File: src/hdl/clas_pkg.sv
// shared types and constants for the command line argument splitter
`timescale 1ns / 1ps
`default_nettype none

package clas_pkg;

    localparam int MAX_RES = 4;
    localparam int QDEPTH  = 4;
    localparam int QPTR_W  = $clog2(QDEPTH);
    localparam int RES_W   = $clog2(MAX_RES);

    localparam logic [1:0] KIND_RUN  = 2'd0;
    localparam logic [1:0] KIND_END  = 2'd1;
    localparam logic [1:0] KIND_DONE = 2'd2;

    localparam logic [7:0] CH_SPACE = 8'h20;
    localparam logic [7:0] CH_TAB   = 8'h09;
    localparam logic [7:0] CH_CR    = 8'h0d;
    localparam logic [7:0] CH_DQ    = 8'h22;
    localparam logic [7:0] CH_AP    = 8'h27;
    localparam logic [7:0] CH_BSL   = 8'h5c;
    localparam logic [7:0] CH_CARET = 8'h5e;
    localparam logic [7:0] CH_PIPE  = 8'h7c;
    localparam logic [7:0] CH_AMP   = 8'h26;
    localparam logic [7:0] CH_LT    = 8'h3c;
    localparam logic [7:0] CH_GT    = 8'h3e;

    typedef enum logic [2:0] {
        MODE_NORMAL = 3'b001,
        MODE_QUOTED = 3'b010,
        MODE_CARET  = 3'b100
    } mode_t;

    typedef struct packed {
        logic [1:0]  kind;
        logic [7:0]  ch;
        logic [7:0]  rep;
        logic [15:0] tot;
    } res_t;

    typedef struct packed {
        logic [RES_W-1:0]         last_idx;
        res_t [MAX_RES-1:0]       res;
    } entry_t;

    typedef struct packed {
        logic   push;
        entry_t entry;
    } q_wr_t;

    typedef struct packed {
        logic   valid;
        entry_t entry;
    } q_rd_t;

    function automatic res_t mk_res(input logic [1:0] kind, input logic [7:0] ch,
                                    input logic [7:0] rep, input logic [15:0] tot);
        res_t r;
        r.kind = kind;
        r.ch   = ch;
        r.rep  = rep;
        r.tot  = tot;
        return r;
    endfunction

endpackage

`default_nettype wire

File: src/hdl/clas_front.sv
// front end: parse state, classification and result bundling per input word
`timescale 1ns / 1ps
`default_nettype none

module clas_front
    import clas_pkg::*;
#(
    parameter int MAX_BACKSLASH_RUN = 255,
    parameter int MAX_ARGS          = 65535
)
(
    input  wire logic       clk,
    input  wire logic       rst_n,
    input  wire logic       in_fire,
    input  wire logic [7:0] code_unit,
    input  wire logic       unit_valid,
    input  wire logic       line_end,
    input  wire logic       cfg_wr_en,
    input  wire logic       cfg_wr_data,
    output q_wr_t           q_wr
);

    localparam logic [7:0]  BS_CAP  = (MAX_BACKSLASH_RUN > 255) ? 8'd255
                                                                : 8'(MAX_BACKSLASH_RUN);
    localparam logic [15:0] ARG_CAP = 16'(MAX_ARGS);

    logic        apos_reg;
    mode_t       mode_reg, mode_next;
    logic        qa_reg, qa_next;
    logic [7:0]  bsc_reg, bsc_next;
    logic        has_reg, has_next;
    logic [15:0] cnt_reg, cnt_next;

    logic [2:0]  n_v;
    entry_t      ent;
    logic        flush_all, flush_half, emit, endarg, addbs, quote_hit, opening;
    logic [7:0]  rep;
    logic [7:0]  qch;

    always_comb
    begin
        mode_next  = mode_reg;
        qa_next    = qa_reg;
        bsc_next   = bsc_reg;
        has_next   = has_reg;
        cnt_next   = cnt_reg;
        n_v        = 3'd0;
        ent        = '0;
        flush_all  = 1'b0;
        flush_half = 1'b0;
        emit       = 1'b0;
        endarg     = 1'b0;
        addbs      = 1'b0;
        quote_hit  = 1'b0;
        opening    = 1'b0;
        rep        = 8'd0;
        qch        = qa_reg ? CH_AP : CH_DQ;

        if (unit_valid)
        begin
            case (mode_reg)
                MODE_CARET:
                begin
                    mode_next = MODE_NORMAL;
                end
                default:
                begin
                    mode_next = mode_reg;
                end
            endcase

            if (mode_reg == MODE_CARET &&
                code_unit inside {CH_CARET, CH_PIPE, CH_AMP, CH_LT, CH_GT})
            begin
                flush_all = 1'b1;
                emit      = 1'b1;
            end
            else if (mode_reg == MODE_QUOTED)
            begin
                if (code_unit == qch)
                    quote_hit = 1'b1;
                else if (code_unit == CH_BSL)
                    addbs = 1'b1;
                else
                begin
                    flush_all = 1'b1;
                    emit      = 1'b1;
                end
            end
            else
            begin
                if (code_unit inside {CH_SPACE, [CH_TAB:CH_CR]})
                begin
                    flush_all = 1'b1;
                    endarg    = 1'b1;
                end
                else if (code_unit == CH_CARET)
                    mode_next = MODE_CARET;
                else if (code_unit == CH_DQ || (apos_reg && code_unit == CH_AP))
                begin
                    quote_hit = 1'b1;
                    opening   = 1'b1;
                end
                else if (code_unit == CH_BSL)
                    addbs = 1'b1;
                else
                begin
                    flush_all = 1'b1;
                    emit      = 1'b1;
                end
            end

            if (quote_hit)
            begin
                flush_half = 1'b1;
                if (bsc_reg[0])
                    emit = 1'b1;
                else if (opening)
                begin
                    mode_next = MODE_QUOTED;
                    qa_next   = (code_unit == CH_AP);
                end
                else
                    mode_next = MODE_NORMAL;
            end
        end

        // pending backslashes go out first
        if (flush_all || flush_half)
        begin
            rep = flush_half ? (bsc_next >> 1) : bsc_next;
            if (rep != 8'd0)
            begin
                ent.res[n_v[RES_W-1:0]] = mk_res(KIND_RUN, CH_BSL, rep, 16'd0);
                n_v      = n_v + 3'd1;
                has_next = 1'b1;
            end
            bsc_next = 8'd0;
        end

        if (emit)
        begin
            ent.res[n_v[RES_W-1:0]] = mk_res(KIND_RUN, code_unit, 8'd1, 16'd0);
            n_v      = n_v + 3'd1;
            has_next = 1'b1;
        end

        if (endarg)
        begin
            if (has_next)
            begin
                ent.res[n_v[RES_W-1:0]] = mk_res(KIND_END, 8'd0, 8'd0, 16'd0);
                n_v = n_v + 3'd1;
                if (cnt_next < ARG_CAP)
                    cnt_next = cnt_next + 16'd1;
            end
            has_next = 1'b0;
        end

        if (addbs && bsc_next < BS_CAP)
            bsc_next = bsc_next + 8'd1;

        // line end: flush, close argument, report count, back to reset state
        if (line_end)
        begin
            if (bsc_next != 8'd0)
            begin
                ent.res[n_v[RES_W-1:0]] = mk_res(KIND_RUN, CH_BSL, bsc_next, 16'd0);
                n_v      = n_v + 3'd1;
                has_next = 1'b1;
            end
            if (has_next)
            begin
                ent.res[n_v[RES_W-1:0]] = mk_res(KIND_END, 8'd0, 8'd0, 16'd0);
                n_v = n_v + 3'd1;
                if (cnt_next < ARG_CAP)
                    cnt_next = cnt_next + 16'd1;
            end
            ent.res[n_v[RES_W-1:0]] = mk_res(KIND_DONE, 8'd0, 8'd0, cnt_next);
            n_v       = n_v + 3'd1;
            mode_next = MODE_NORMAL;
            qa_next   = 1'b0;
            bsc_next  = 8'd0;
            has_next  = 1'b0;
            cnt_next  = 16'd0;
        end

        ent.last_idx  = RES_W'(n_v - 3'd1);
        q_wr.push     = in_fire && (n_v != 3'd0);
        q_wr.entry    = ent;
    end

    always_ff @(posedge clk or negedge rst_n)
    begin
        if (!rst_n)
        begin
            apos_reg <= 1'b1;
            mode_reg <= MODE_NORMAL;
            qa_reg   <= 1'b0;
            bsc_reg  <= 8'd0;
            has_reg  <= 1'b0;
            cnt_reg  <= 16'd0;
        end
        else
        begin
            if (cfg_wr_en)
                apos_reg <= cfg_wr_data;
            if (in_fire)
            begin
                mode_reg <= mode_next;
                qa_reg   <= qa_next;
                bsc_reg  <= bsc_next;
                has_reg  <= has_next;
                cnt_reg  <= cnt_next;
            end
        end
    end

    a_bs_cap: assert property (@(posedge clk) disable iff (!rst_n)
        bsc_reg <= BS_CAP)
        else $error("backslash count above cap");

    a_line_reset: assert property (@(posedge clk) disable iff (!rst_n)
        (in_fire && line_end) |=> (cnt_reg == 16'd0 && mode_reg == MODE_NORMAL &&
                                   bsc_reg == 8'd0 && !has_reg))
        else $error("state not cleared after line end");

endmodule

`default_nettype wire

File: src/hdl/clas_queue.sv
// short queue of result bundles between front and back
`timescale 1ns / 1ps
`default_nettype none

module clas_queue
    import clas_pkg::*;
(
    input  wire logic  clk,
    input  wire logic  rst_n,
    input  wire q_wr_t q_wr,
    input  wire logic  pop,
    output q_rd_t      q_rd,
    output logic       full
);

    entry_t             mem [QDEPTH];
    logic [QPTR_W-1:0]  wr_ptr_reg;
    logic [QPTR_W-1:0]  rd_ptr_reg;
    logic [QPTR_W:0]    count_reg;
    logic               push_ok;
    logic               pop_ok;

    assign full          = (count_reg == (QPTR_W+1)'(QDEPTH));
    assign q_rd.valid    = (count_reg != '0);
    assign q_rd.entry    = mem[rd_ptr_reg];
    assign push_ok       = q_wr.push && !full;
    assign pop_ok        = pop && q_rd.valid;

    always_ff @(posedge clk)
    begin
        if (push_ok)
            mem[wr_ptr_reg] <= q_wr.entry;
    end

    always_ff @(posedge clk or negedge rst_n)
    begin
        if (!rst_n)
        begin
            wr_ptr_reg <= '0;
            rd_ptr_reg <= '0;
            count_reg  <= '0;
        end
        else
        begin
            if (push_ok)
                wr_ptr_reg <= wr_ptr_reg + QPTR_W'(1);
            if (pop_ok)
                rd_ptr_reg <= rd_ptr_reg + QPTR_W'(1);
            if (push_ok && !pop_ok)
                count_reg <= count_reg + (QPTR_W+1)'(1);
            else if (pop_ok && !push_ok)
                count_reg <= count_reg - (QPTR_W+1)'(1);
        end
    end

    a_no_drop: assert property (@(posedge clk) disable iff (!rst_n)
        q_wr.push |-> !full)
        else $error("push into full queue");

endmodule

`default_nettype wire

File: src/hdl/clas_back.sv
// back end: unpacks result bundles into one output word per cycle while out_stall is low
`timescale 1ns / 1ps
`default_nettype none

module clas_back
    import clas_pkg::*;
(
    input  wire logic  clk,
    input  wire logic  rst_n,
    input  wire q_rd_t q_rd,
    output logic       pop,
    output logic       out_valid,
    input  wire logic  out_stall,
    output logic [1:0] result_kind,
    output logic [7:0] out_char,
    output logic [7:0] repeat_count,
    output logic [15:0] arg_total,
    output logic       last_of_item
);

    logic [RES_W-1:0] pos_reg;
    logic             valid_reg;
    res_t             res_reg;
    logic             last_reg;
    logic             load;
    logic             at_last;

    assign load    = q_rd.valid && (!valid_reg || !out_stall);
    assign at_last = (pos_reg == q_rd.entry.last_idx);
    assign pop     = load && at_last;

    always_ff @(posedge clk)
    begin
        if (load)
        begin
            res_reg  <= q_rd.entry.res[pos_reg];
            last_reg <= at_last;
        end
    end

    always_ff @(posedge clk or negedge rst_n)
    begin
        if (!rst_n)
        begin
            valid_reg <= 1'b0;
            pos_reg   <= '0;
        end
        else
        begin
            if (load)
                valid_reg <= 1'b1;
            else if (!out_stall)
                valid_reg <= 1'b0;
            if (load)
                pos_reg <= at_last ? '0 : pos_reg + RES_W'(1);
        end
    end

    assign out_valid    = valid_reg;
    assign result_kind  = res_reg.kind;
    assign out_char     = res_reg.ch;
    assign repeat_count = res_reg.rep;
    assign arg_total    = res_reg.tot;
    assign last_of_item = last_reg;

    a_done_last: assert property (@(posedge clk) disable iff (!rst_n)
        (valid_reg && res_reg.kind == KIND_DONE) |-> last_reg)
        else $error("line done word not last of item");

    a_pos_idle: assert property (@(posedge clk) disable iff (!rst_n)
        !q_rd.valid |-> pos_reg == '0)
        else $error("partial bundle left with empty queue");

endmodule

`default_nettype wire

File: src/hdl/command_line_arg_splitter_unit.sv
// top level of the command line argument splitter
//
//   channel | ports                                   | dir | moves
//   --------+-----------------------------------------+-----+---------------------------
//   in      | in_valid, in_stall, code_unit,          | in  | one character or line end
//           | unit_valid, line_end                    |     |
//   out     | out_valid, out_stall, result_kind,      | out | one result word
//           | out_char, repeat_count, arg_total,      |     |
//           | last_of_item                            |     |
//   cfg     | cfg_wr_en, cfg_wr_data                  | in  | apostrophe quoting enable
//
// an input word is parsed in the cycle it is accepted; its 0..4 results reach the
// output register from the bundle queue one word per cycle while out_stall is low;
// with out_stall low, sustained rate is one input word per cycle while each yields
// at most one result, as the output register drains the queue one result word per cycle
// reset clears the parse state, queue and output; apostrophe quoting resets to on
// in_stall rises only when the four-entry bundle queue is full
`timescale 1ns / 1ps
`default_nettype none

module command_line_arg_splitter_unit
    import clas_pkg::*;
#(
    parameter int MAX_BACKSLASH_RUN = 255,
    parameter int MAX_ARGS          = 65535
)
(
    input  wire logic        clk,
    input  wire logic        rst_n,
    input  wire logic        in_valid,
    output logic             in_stall,
    input  wire logic [7:0]  code_unit,
    input  wire logic        unit_valid,
    input  wire logic        line_end,
    output logic             out_valid,
    input  wire logic        out_stall,
    output logic [1:0]       result_kind,
    output logic [7:0]       out_char,
    output logic [7:0]       repeat_count,
    output logic [15:0]      arg_total,
    output logic             last_of_item,
    input  wire logic        cfg_wr_en,
    input  wire logic        cfg_wr_data
);

    q_wr_t q_wr;
    q_rd_t q_rd;
    logic  q_full;
    logic  pop;
    logic  in_fire;

    assign in_stall = q_full;
    assign in_fire  = in_valid && !q_full;

    clas_front #(
        .MAX_BACKSLASH_RUN (MAX_BACKSLASH_RUN),
        .MAX_ARGS          (MAX_ARGS)
    ) u_front (
        .clk         (clk),
        .rst_n       (rst_n),
        .in_fire     (in_fire),
        .code_unit   (code_unit),
        .unit_valid  (unit_valid),
        .line_end    (line_end),
        .cfg_wr_en   (cfg_wr_en),
        .cfg_wr_data (cfg_wr_data),
        .q_wr        (q_wr)
    );

    clas_queue u_queue (
        .clk   (clk),
        .rst_n (rst_n),
        .q_wr  (q_wr),
        .pop   (pop),
        .q_rd  (q_rd),
        .full  (q_full)
    );

    clas_back u_back (
        .clk          (clk),
        .rst_n        (rst_n),
        .q_rd         (q_rd),
        .pop          (pop),
        .out_valid    (out_valid),
        .out_stall    (out_stall),
        .result_kind  (result_kind),
        .out_char     (out_char),
        .repeat_count (repeat_count),
        .arg_total    (arg_total),
        .last_of_item (last_of_item)
    );

endmodule

`default_nettype wire

File: config.mk
export PLATFORM = sky130hd
export DESIGN_NAME = command_line_arg_splitter_unit
export DESIGN_NICKNAME = d
export VERILOG_FILES = /design/src/hdl/clas_pkg.sv /design/src/hdl/clas_front.sv /design/src/hdl/clas_queue.sv /design/src/hdl/clas_back.sv /design/src/hdl/command_line_arg_splitter_unit.sv
export SDC_FILE = /design/constraint.sdc
export NUM_CORES = 1
export LEC_CHECK = 0
export ABC_AREA = 1
export ABC_CLOCK_PERIOD_IN_PS = 32900
export BUFFER_PORTS_ARGS = -buffer_cell sky130_fd_sc_hd__buf_4
export CAP_MARGIN = 40
export CORE_UTILIZATION = 50
export DETAILED_ROUTE_END_ITERATION = 10
export PLACE_DENSITY_LB_ADDON = 0.1
export SETUP_SLACK_MARGIN = 0.3
export SYNTH_ARGS = -nofsm -noshare
export SYNTH_HDL_FRONTEND = slang
export SYNTH_SLANG_ARGS = --single-unit
File: constraint.sdc
create_clock -name clk -period 32.9 [get_ports clk]
set_input_delay 1.645 -clock clk [delete_from_list [all_inputs] [get_ports clk]]
set_output_delay 1.645 -clock clk [all_outputs]
set_load 0.1 [all_outputs]
==> results of run 1 <==
[routing by layer]
metal / wire length (microns) / up-vias / track usage [%]
met4: 2459 / 0 / 10.01
met1: 28690 / 8705 / 34.61
met5: 0 / - / 0
met3: 4071 / 115 / 3.813
met2: 31690 / 580 / 41.96
li1: - / 8298 / -
[cell type report]
class,count,area (sq um)
clock buffers,75,1494
clock inverters,30,302.8
fillers,4248,21790
inverters,143,543.0
multi-input cells,1457,7512
flip-flops and latches,571,16960
well taps,672,840.8
repair buffers,87,835.8
[worst max-delay path, delay by kind of cell]
family          cells  cell delay, ns
simple gates       25            4.37
compound gates      1            0.18
buf+inv             9            2.79
fa+ha+maj           2            0.49
[stage by stage]
stage	hold WS (ns)	total power, mW	util [%]	instance area, sq um
after global routing	0.5471	2.695	56.66	28490
after global placement	0.4886	1.933	52.59	26440
final	0.5116	2.569	56.66	28490
after detailed placement	0.5042	1.961	53.09	26690
after floorplan	0.4907	1.673	-	25490
after CTS	0.5187	2.588	56.66	28490
[cells by family (layout without fill, tap and decap cells)]
kind of cell / after synthesis / count (layout)
flops: 571 / 571
simple gates: 896 / 896
compound gates: 514 / 514
mux: 2 / 2
xor+xnor: 21 / 21
fa+ha+maj: 24 / 24
buf+inv: 270 / 335
[placed cells by master (no fill, tap or decap), types with 10 or more instances in the layout]
cell,count
sky130_fd_sc_hd__a21oi_1,26
sky130_fd_sc_hd__buf_4,75
sky130_fd_sc_hd__clkbuf_1,18
sky130_fd_sc_hd__clkbuf_16,57
sky130_fd_sc_hd__clkinv_1,10
sky130_fd_sc_hd__clkinv_2,10
sky130_fd_sc_hd__dfrtp_1,35
sky130_fd_sc_hd__edfxtp_1,531
sky130_fd_sc_hd__ha_1,23
sky130_fd_sc_hd__inv_1,126
sky130_fd_sc_hd__inv_2,13
sky130_fd_sc_hd__nand2_1,284
sky130_fd_sc_hd__nand2_2,25
sky130_fd_sc_hd__nand3_1,100
sky130_fd_sc_hd__nand4_1,12
sky130_fd_sc_hd__nor2_1,406
sky130_fd_sc_hd__nor2_4,12
sky130_fd_sc_hd__nor3_1,27
sky130_fd_sc_hd__o211ai_1,23
sky130_fd_sc_hd__o21ai_0,281
sky130_fd_sc_hd__o21ai_1,13
sky130_fd_sc_hd__o221ai_1,92
sky130_fd_sc_hd__o22ai_1,56
sky130_fd_sc_hd__xor2_1,13
[power breakdown]
part	leakage (nW)	internal (mW)	switching, mW
registers	5.53	0.963	0.0445
clock network	0.869	0.353	0.275
logic	3.89	0.223	0.710
total	10.3	1.54	1.03
[how the worst min path moves through the flow]
stage	start	to	slack, ns	cells after the start
floorplan	u_queue.count_reg[2]$_DFFE_PN0P_	u_back.out_valid$_DFFE_PN0P_	0.49	2
global placement	u_back.out_valid$_DFFE_PN0P_	u_back.out_valid$_DFFE_PN0P_	0.49	2
detailed placement	u_back.out_valid$_DFFE_PN0P_	u_back.out_valid$_DFFE_PN0P_	0.50	2
CTS	u_back.out_valid$_DFFE_PN0P_	u_back.out_valid$_DFFE_PN0P_	0.52	2
global route	u_back.out_valid$_DFFE_PN0P_	u_back.out_valid$_DFFE_PN0P_	0.55	2
finish	u_back.out_valid$_DFFE_PN0P_	u_back.out_valid$_DFFE_PN0P_	0.51	2
==> flow_results.org, run 1 <==
** Logic synthesis
- Ranked by instance count, the synthesized netlist is headed by sky130_fd_sc_hd__edfxtp_1, sky130_fd_sc_hd__nor2_1, sky130_fd_sc_hd__nand2_1.
- In this run, synthesis produced a sequential element count of 571.
- Summing the sequential cell areas from Yosys gives 66.49% of the chip area.
- After Yosys synthesis, full adders, half adders and majority gates account for 1.207% of the synthesized area.
- Yosys attributes the largest share of cell area to sky130_fd_sc_hd__edfxtp_1, sky130_fd_sc_hd__nor2_1, sky130_fd_sc_hd__o21ai_0, sky130_fd_sc_hd__nand2_1, sky130_fd_sc_hd__dfrtp_1.
- The cell count after synthesis came out at 2298.
- The netlist uses 47 different library cells.
- Post-Syn Area per Cell :: 11.09 sq um
- Yosys instantiated no cell more often than sky130_fd_sc_hd__edfxtp_1.
- Netlist area before placement :: 0.02549 sq mm
- After synthesis, the largest family of logic cells by area is simple AND/OR/NAND/NOR gates.
- Top cell type's share of synthesized area :: 62.55%
- Compound-cell area share of the yosys netlist :: 12.18%
- The portion of synthesized area spent on multiplexers is 0.08835%.
- Xor and xnor fraction of the mapped netlist area :: 0.7804%
- Share of synthesized flip-flops with an asynchronous set or reset :: 7.005%
- Simple-gate portion of the synthesized area :: 15.08%
- Synthesis produced a netlist with a net count of 2338.
- Post-synth EDFFs :: 531
- Prevailing post-synth register cell :: sky130_fd_sc_hd__edfxtp_1
- Synth warnings :: 0
- Top cell type by total area after synthesis :: sky130_fd_sc_hd__edfxtp_1

** Timing
- Headroom to the max-slew limit came out at 40.31%.
- The count of final max-slew check failures came to 0.
- Setup violations remaining at the end of the flow were counted as 0.
- The smallest clock period supported by the final layout is computed as 9.272 ns.
- For the final routed database, the setup TNS stands at 0 ns.
- Dividing the final minimum period by the clock period gives 28.18%.
- Maximum clock rate :: 0.1079 GHz
- Final Hold Viols :: 0
- Once routing completed, OpenROAD measured the worst setup slack at 23.63 ns.
- Setup repair after global routing left no endpoint under its margin.
- Post-Route Skew :: 0.02746 ns
- Transition time at the pin with the least slew margin :: 0.8953 ns

** Setup path
- By startpoint and endpoint, the worst setup path is classified as in2reg.
- The most numerous cell type found on the critical path is sky130_fd_sc_hd__nand2_1.
- Longest individual stage delay on the worst path :: 0.68 ns
- Crit path capture :: u_queue.mem[1][15]$_DFFE_PP_
- Crit path DAT :: 9.56 ns
- Crit path from :: code_unit[0]
- The worst setup path is captured at a register.
- For the worst setup path, the data required time is 33.19 ns.
- The worst register-to-register path ends at u_queue.mem[1][15]$_DFFE_PP_.
- The setup check on the worst reg-to-reg path leaves a slack of 24.40 ns.
- Of all nets on the critical path, the largest fanout is 44.
- Measured in cells, the most critical reg-to-reg path has a length of 36.
- The worst register-to-register path begins at u_front.mode_reg[2]$_DFFE_PN0P_.
- The slowest stage of the critical path belongs to the cell sky130_fd_sc_hd__buf_4.
- STA classifies the critical path startpoint as an input port.

** Global route
- The via count of the first global-routing pass was 17338.
- Gr ovfl total :: 0
- For this run, the total global-route usage over all layers was measured as 25.65%.
- Entering global routing, the biggest net connects 125 pins.
- Antenna violations before repair :: 0
- First-pass GRT wire length :: 102.3 mm

** Routing
- The routed layout has 17698 vias.
- Total Wirelength :: 66.91 mm
- Number of antenna-violating nets in the routed design :: 0
- The first TritonRoute pass finished after 7 iterations.
- Dividing the detail-routed wire length by the instance count gives 22.05 microns.
- Initial DRC count :: 1560
- Mean number of vias per cell :: 5.831
- For this run, design rule violations remaining after detail routing come to 0.

** CTS
- Source-to-sink clock delay at the later pin of the worst-skew pair :: 0.62 ns
- # hold bufs at CTS :: 0
- Root Buffer :: sky130_fd_sc_hd__clkbuf_16
- Number of setup buffers added after CTS :: 0
- TritonCTS built the clock tree.
- Cts repair resizes :: 0
- The number of clock buffers added by TritonCTS is 57.
- The clock drives 571 sinks.
- Bufs on Longest Clock Path :: 3
- Clock transition time at the flip-flop clock pins of the worst setup and hold paths :: 0.07 ns
- Level count of the clock H-tree :: 2

** Placement
- Buffers on Ports :: 52
- Summed over all nets, the half-perimeter wirelength after detailed placement is 39.87 mm.
- Number of placed cells counting well taps :: 2930
- Before CTS, the worst setup slack after placement is 23.06 ns.
- The congestion estimate from routability-driven global placement came to 0.8920.

** Die
- In this run the vertical extent of the chip is 227.8 microns.
- For this configuration, the core starts out at a cell density of 50.70%.
- Core Rows :: 82
- The die covers 0.05189 sq mm.
- In this run the horizontal extent of the chip is 227.8 microns.
- 53 I/O pins were placed.
- In this run the standard cell core region covers 0.05027 sq mm.

** Final layout
- Share of cells above drive strength 1 :: 10.92%
- Max reg flops :: 496
- Final standard cell count with taps included and fillers excluded :: 3035
- Layout Nets :: 2357
- Number of antenna cells inserted :: 0
- Area growth from synthesis to layout :: 11.75%

** Power and ir drop
- Dividing total power by cell area gives a power density of 90.17 mW/mm^2.
- VDD sags by at most 51.49 uV.
- In this run the static leakage power is 10.29 nW.

** Run status
- Status :: finished clean

** Min path
- Hold/Removal Path Class :: reg2reg

** Flow run
- Max-cap viol count :: 0
(Power assumes the default switching activity.)
==> run 2, diff against run 1 <==
Settings changed: ABC_CLOCK_PERIOD_IN_PS 32900 to 7550.
Clock period 32.9 ns to 7.55 ns, I/O delays scaled along.
==> flow_results.org, run 2 (same netlist as run 1, synthesis figures left out) <==
** Global route
- Gr ovfl total :: 0 (unchanged)
- The global-route total usage across every layer came to 26.35% (+0.70 points).
- Grt met3 use :: 3.363% (-0.45 points)
- Met1 track utilization from global routing :: 35.85% (+1.2 points)
- Most heavily used metal layer in global routing :: met2
- The via count of the first global-routing pass was 17571 (+1.3%).
- The met2 usage is 44.59% (+2.6 points).
- The number of antenna violations at the first check in global routing was 0 (unchanged).
- The pin count of the biggest net entering global routing is 98 (-22%).
- First-pass GRT wire length :: 105.5 mm (+3.1%)

** Setup path
- Maximum fanout encountered on the critical timing path :: 15 (-66%)
- Setup crit start kind :: register
- The worst-case reg-to-reg path depth is 43 (+19%).
- Among the stages of the critical path, the cell type that occurs most often is sky130_fd_sc_hd__inv_1.
- The worst endpoint required time is 8.03 ns (-25.16 ns).
- Slowest cell on crit path :: sky130_fd_sc_hd__dfrtp_1
- Crit path DAT :: 7.20 ns (-2.36 ns)
- The worst setup path is of the reg2reg kind.
- STA classifies the critical path endpoint as a register.
- The biggest cell delay along the critical path came to 0.39 ns (-0.29 ns).

** Final layout
- Share of cells above drive strength 1 :: 11.75% (+0.83 points)
- Most frequent standard cell in the layout excluding fill and tap cells :: sky130_fd_sc_hd__edfxtp_1
- The flip-flop count of the largest register, all copies and words added was 496 (unchanged).
- The layout filler cell count is 4244 (-0.094%).
- The storage element area is 0.01696 sq mm (unchanged).
- The antenna diode count is 0 (unchanged).
- Cell area after layout :: 0.02864 sq mm (+0.54%)
- The multi-input gate area in the final layout was 0.007520 sq mm (about the same).
- The library cells used most frequently in the layout, excluding fill and tap cells, are sky130_fd_sc_hd__edfxtp_1, sky130_fd_sc_hd__nor2_1, sky130_fd_sc_hd__nand2_1, sky130_fd_sc_hd__o21ai_0, sky130_fd_sc_hd__inv_1.
- From synthesis to final layout, the design area changed by 12.36%.
- Layout Nets :: 2379 (+0.93%)

** Power and ir drop
- The worst voltage drop across the vdd grid came to 241.1 uV (+370%).
- Total Power :: 11.22 mW (+340%)
- The standby leakage power was 10.39 nW (+1.0%).
- The areal power density over the cells is 391.8 mW/mm^2 (+330%).

** Die
- Die Y :: 227.8 microns (unchanged)
- The placeable core region came to 0.05027 sq mm (unchanged).
- The area enclosed by the die boundary is 0.05189 sq mm (unchanged).
- Core Rows :: 82 (unchanged)
- Boundary Pins :: 53 (unchanged)
- Initial standard-cell utilization of the core :: 50.70% (unchanged)
- The floorplan die width is 227.8 microns (unchanged).

** Min path
- The path class of the tightest hold or removal check is in2reg.
- The depth of the worst hold-timing path came to 3 (+1).

** Timing
- Tmin final :: 6.711 ns
- Transition time at the pin with the least slew margin :: 0.9048 ns (+0.009477 ns)
- The accumulated negative setup slack was 0 ns (unchanged).
- Final hold slack :: 0.2692 ns (-0.2424 ns)
- Final Hold Viols :: 0 (unchanged)
- Maximum clock rate :: 0.1490 GHz
- The count of final max-slew check failures was 0 (unchanged).
- The worst path uses 88.89% of the clock period.
- Post-Route Skew :: 0.01210 ns (-0.01535 ns)
- Setup repair after global routing left no endpoint under its margin.
- The worst slew margin relative to its limit came to 39.68% (-0.63 points).
- The count of endpoints failing setup in the final report came to 0 (unchanged).

** Routing
- Count of vias placed by the detailed router :: 17869 (+0.97%)
- The number of DRC markers after the initial detailed-route iteration came to 1755 (+13%).
- Total iterations of the first detailed-routing run :: 5 (-2)
- The number of DRC violations after detailed routing came to 0 (unchanged).
- Average wire per cell in the routed design :: 22.43 microns (+1.7%)
- The via density per instance is 5.849 (+0.31%).
- Total Wirelength :: 68.51 mm (+2.4%)
- The remaining antenna violation count was 0 (unchanged).

** CTS
- CTS tree :: yes
- The count of clock tree sinks was 571 (unchanged).
- Source-to-sink clock delay at the later pin of the worst-skew pair :: 0.62 ns (about the same)
- Clock transition time at the flip-flop clock pins of the worst setup and hold paths :: 0.07 ns (about the same)
- Bufs on Longest Clock Path :: 3 (unchanged)
- The tree is rooted in a sky130_fd_sc_hd__clkbuf_16.
- The number of buffers created by CTS came to 58 (+1.8%).
- The H-tree level count was 2 (unchanged).

** Placement
- The post-DP HPWL was 40.55 mm (+1.7%).
- The cell area reported after detailed placement came to 0.02683 sq mm (+0.53%).
- Buffers on Ports :: 52 (unchanged)
- The global placement routability congestion was 0.9269 (+3.9%).

** Flow run
- Max-cap viol count :: 0 (unchanged)

** Run status
- Status :: finished clean
## run 2: cell count changes in the layout (fill, tap and decap cells not counted), sizes merged
cell / before / now
clkinvlp: 2 / 1
dlygate4sd3: 0 / 4
buf: 87 / 104
bufinv: 4 / 1
inv: 141 / 144
## run 2: per-layer routing
| layer | vias to the layer above | share of wire [%] |
|---|---|---|
| met1 | 8910 | 44 |
| met3 | 91 | 4.9 |
| met4 | 0 | 2.1 |
| li1 | 8321 | - |
| met2 | 547 | 49 |
| met5 | - | 0 |
## run 2: layout make-up
| class | count | share of cell area, % |
|---|---|---|
| clock inverter | 29 | 0.6509 |
| inverter | 143 | 1.896 |
| sequential | 571 | 59.21 |
| clock buffer | 75 | 5.500 |
| timing repair buffer | 108 | 3.556 |
| tap | 672 | 2.936 |
| multi-input combinational | 1457 | 26.25 |
## run 2: path summary, 6_finish.rpt
check                                           startpoint                                 to  slack (ns)
setup / recovery           u_front.mode_reg[2]$_DFFE_PN0P_   u_queue.count_reg[2]$_DFFE_PN0P_        0.84
hold / removal                                code_unit[4]       u_queue.mem[1][62]$_DFFE_PP_        0.27
max in group asynchronous                            rst_n  u_queue.rd_ptr_reg[0]$_DFFE_PN0P_        6.69
min in group asynchronous                            rst_n     u_front.bsc_reg[0]$_DFFE_PN0P_        0.34
setup reg to reg           u_front.mode_reg[2]$_DFFE_PN0P_   u_queue.count_reg[2]$_DFFE_PN0P_        0.84
hold reg to reg               u_back.out_valid$_DFFE_PN0P_       u_back.out_valid$_DFFE_PN0P_        0.52
## run 2: report_power, final
part	internal, mW	switching [mW]
Sequential	4.19	0.217
Clock	1.50	1.19
Combinational	1.01	3.11
## run 2: metrics by stage
step	std cells	utilization [%]	worst slack, ns
6_report	3055	56.97	0.8390
5_1_grt	3055	56.97	0.3032
4_1_cts	3055	56.96	0.6874
3_5_place_dp	2947	53.37	0.5994
3_3_place_gp	2940	53.12	0.7473
2_1_floorplan	2298	-	-0.7064
## run 2: worst max-delay path, delay by kind of cell, from the launching register on
family                     cells  cell delay (ns)
and+or+nand+nor               22             2.88
adders and majority gates      6             1.55
AOI/OAI and AO/OA              5             0.86
buffers and inverters          9             0.71
DFF                            1             0.39
xor gates and xnor gates       1             0.16
## run 2: what timing repair did
| item | 4_1_cts | 5_1_grt |
|---|---|---|
| endpoints found under the hold margin | 40 | 0 |
| resized for setup | 0 | 2 |
| endpoints found under the setup margin | 0 | 257 |
| hold buffers | 4 | 0 |
| buffers inserted | 0 | 0 |
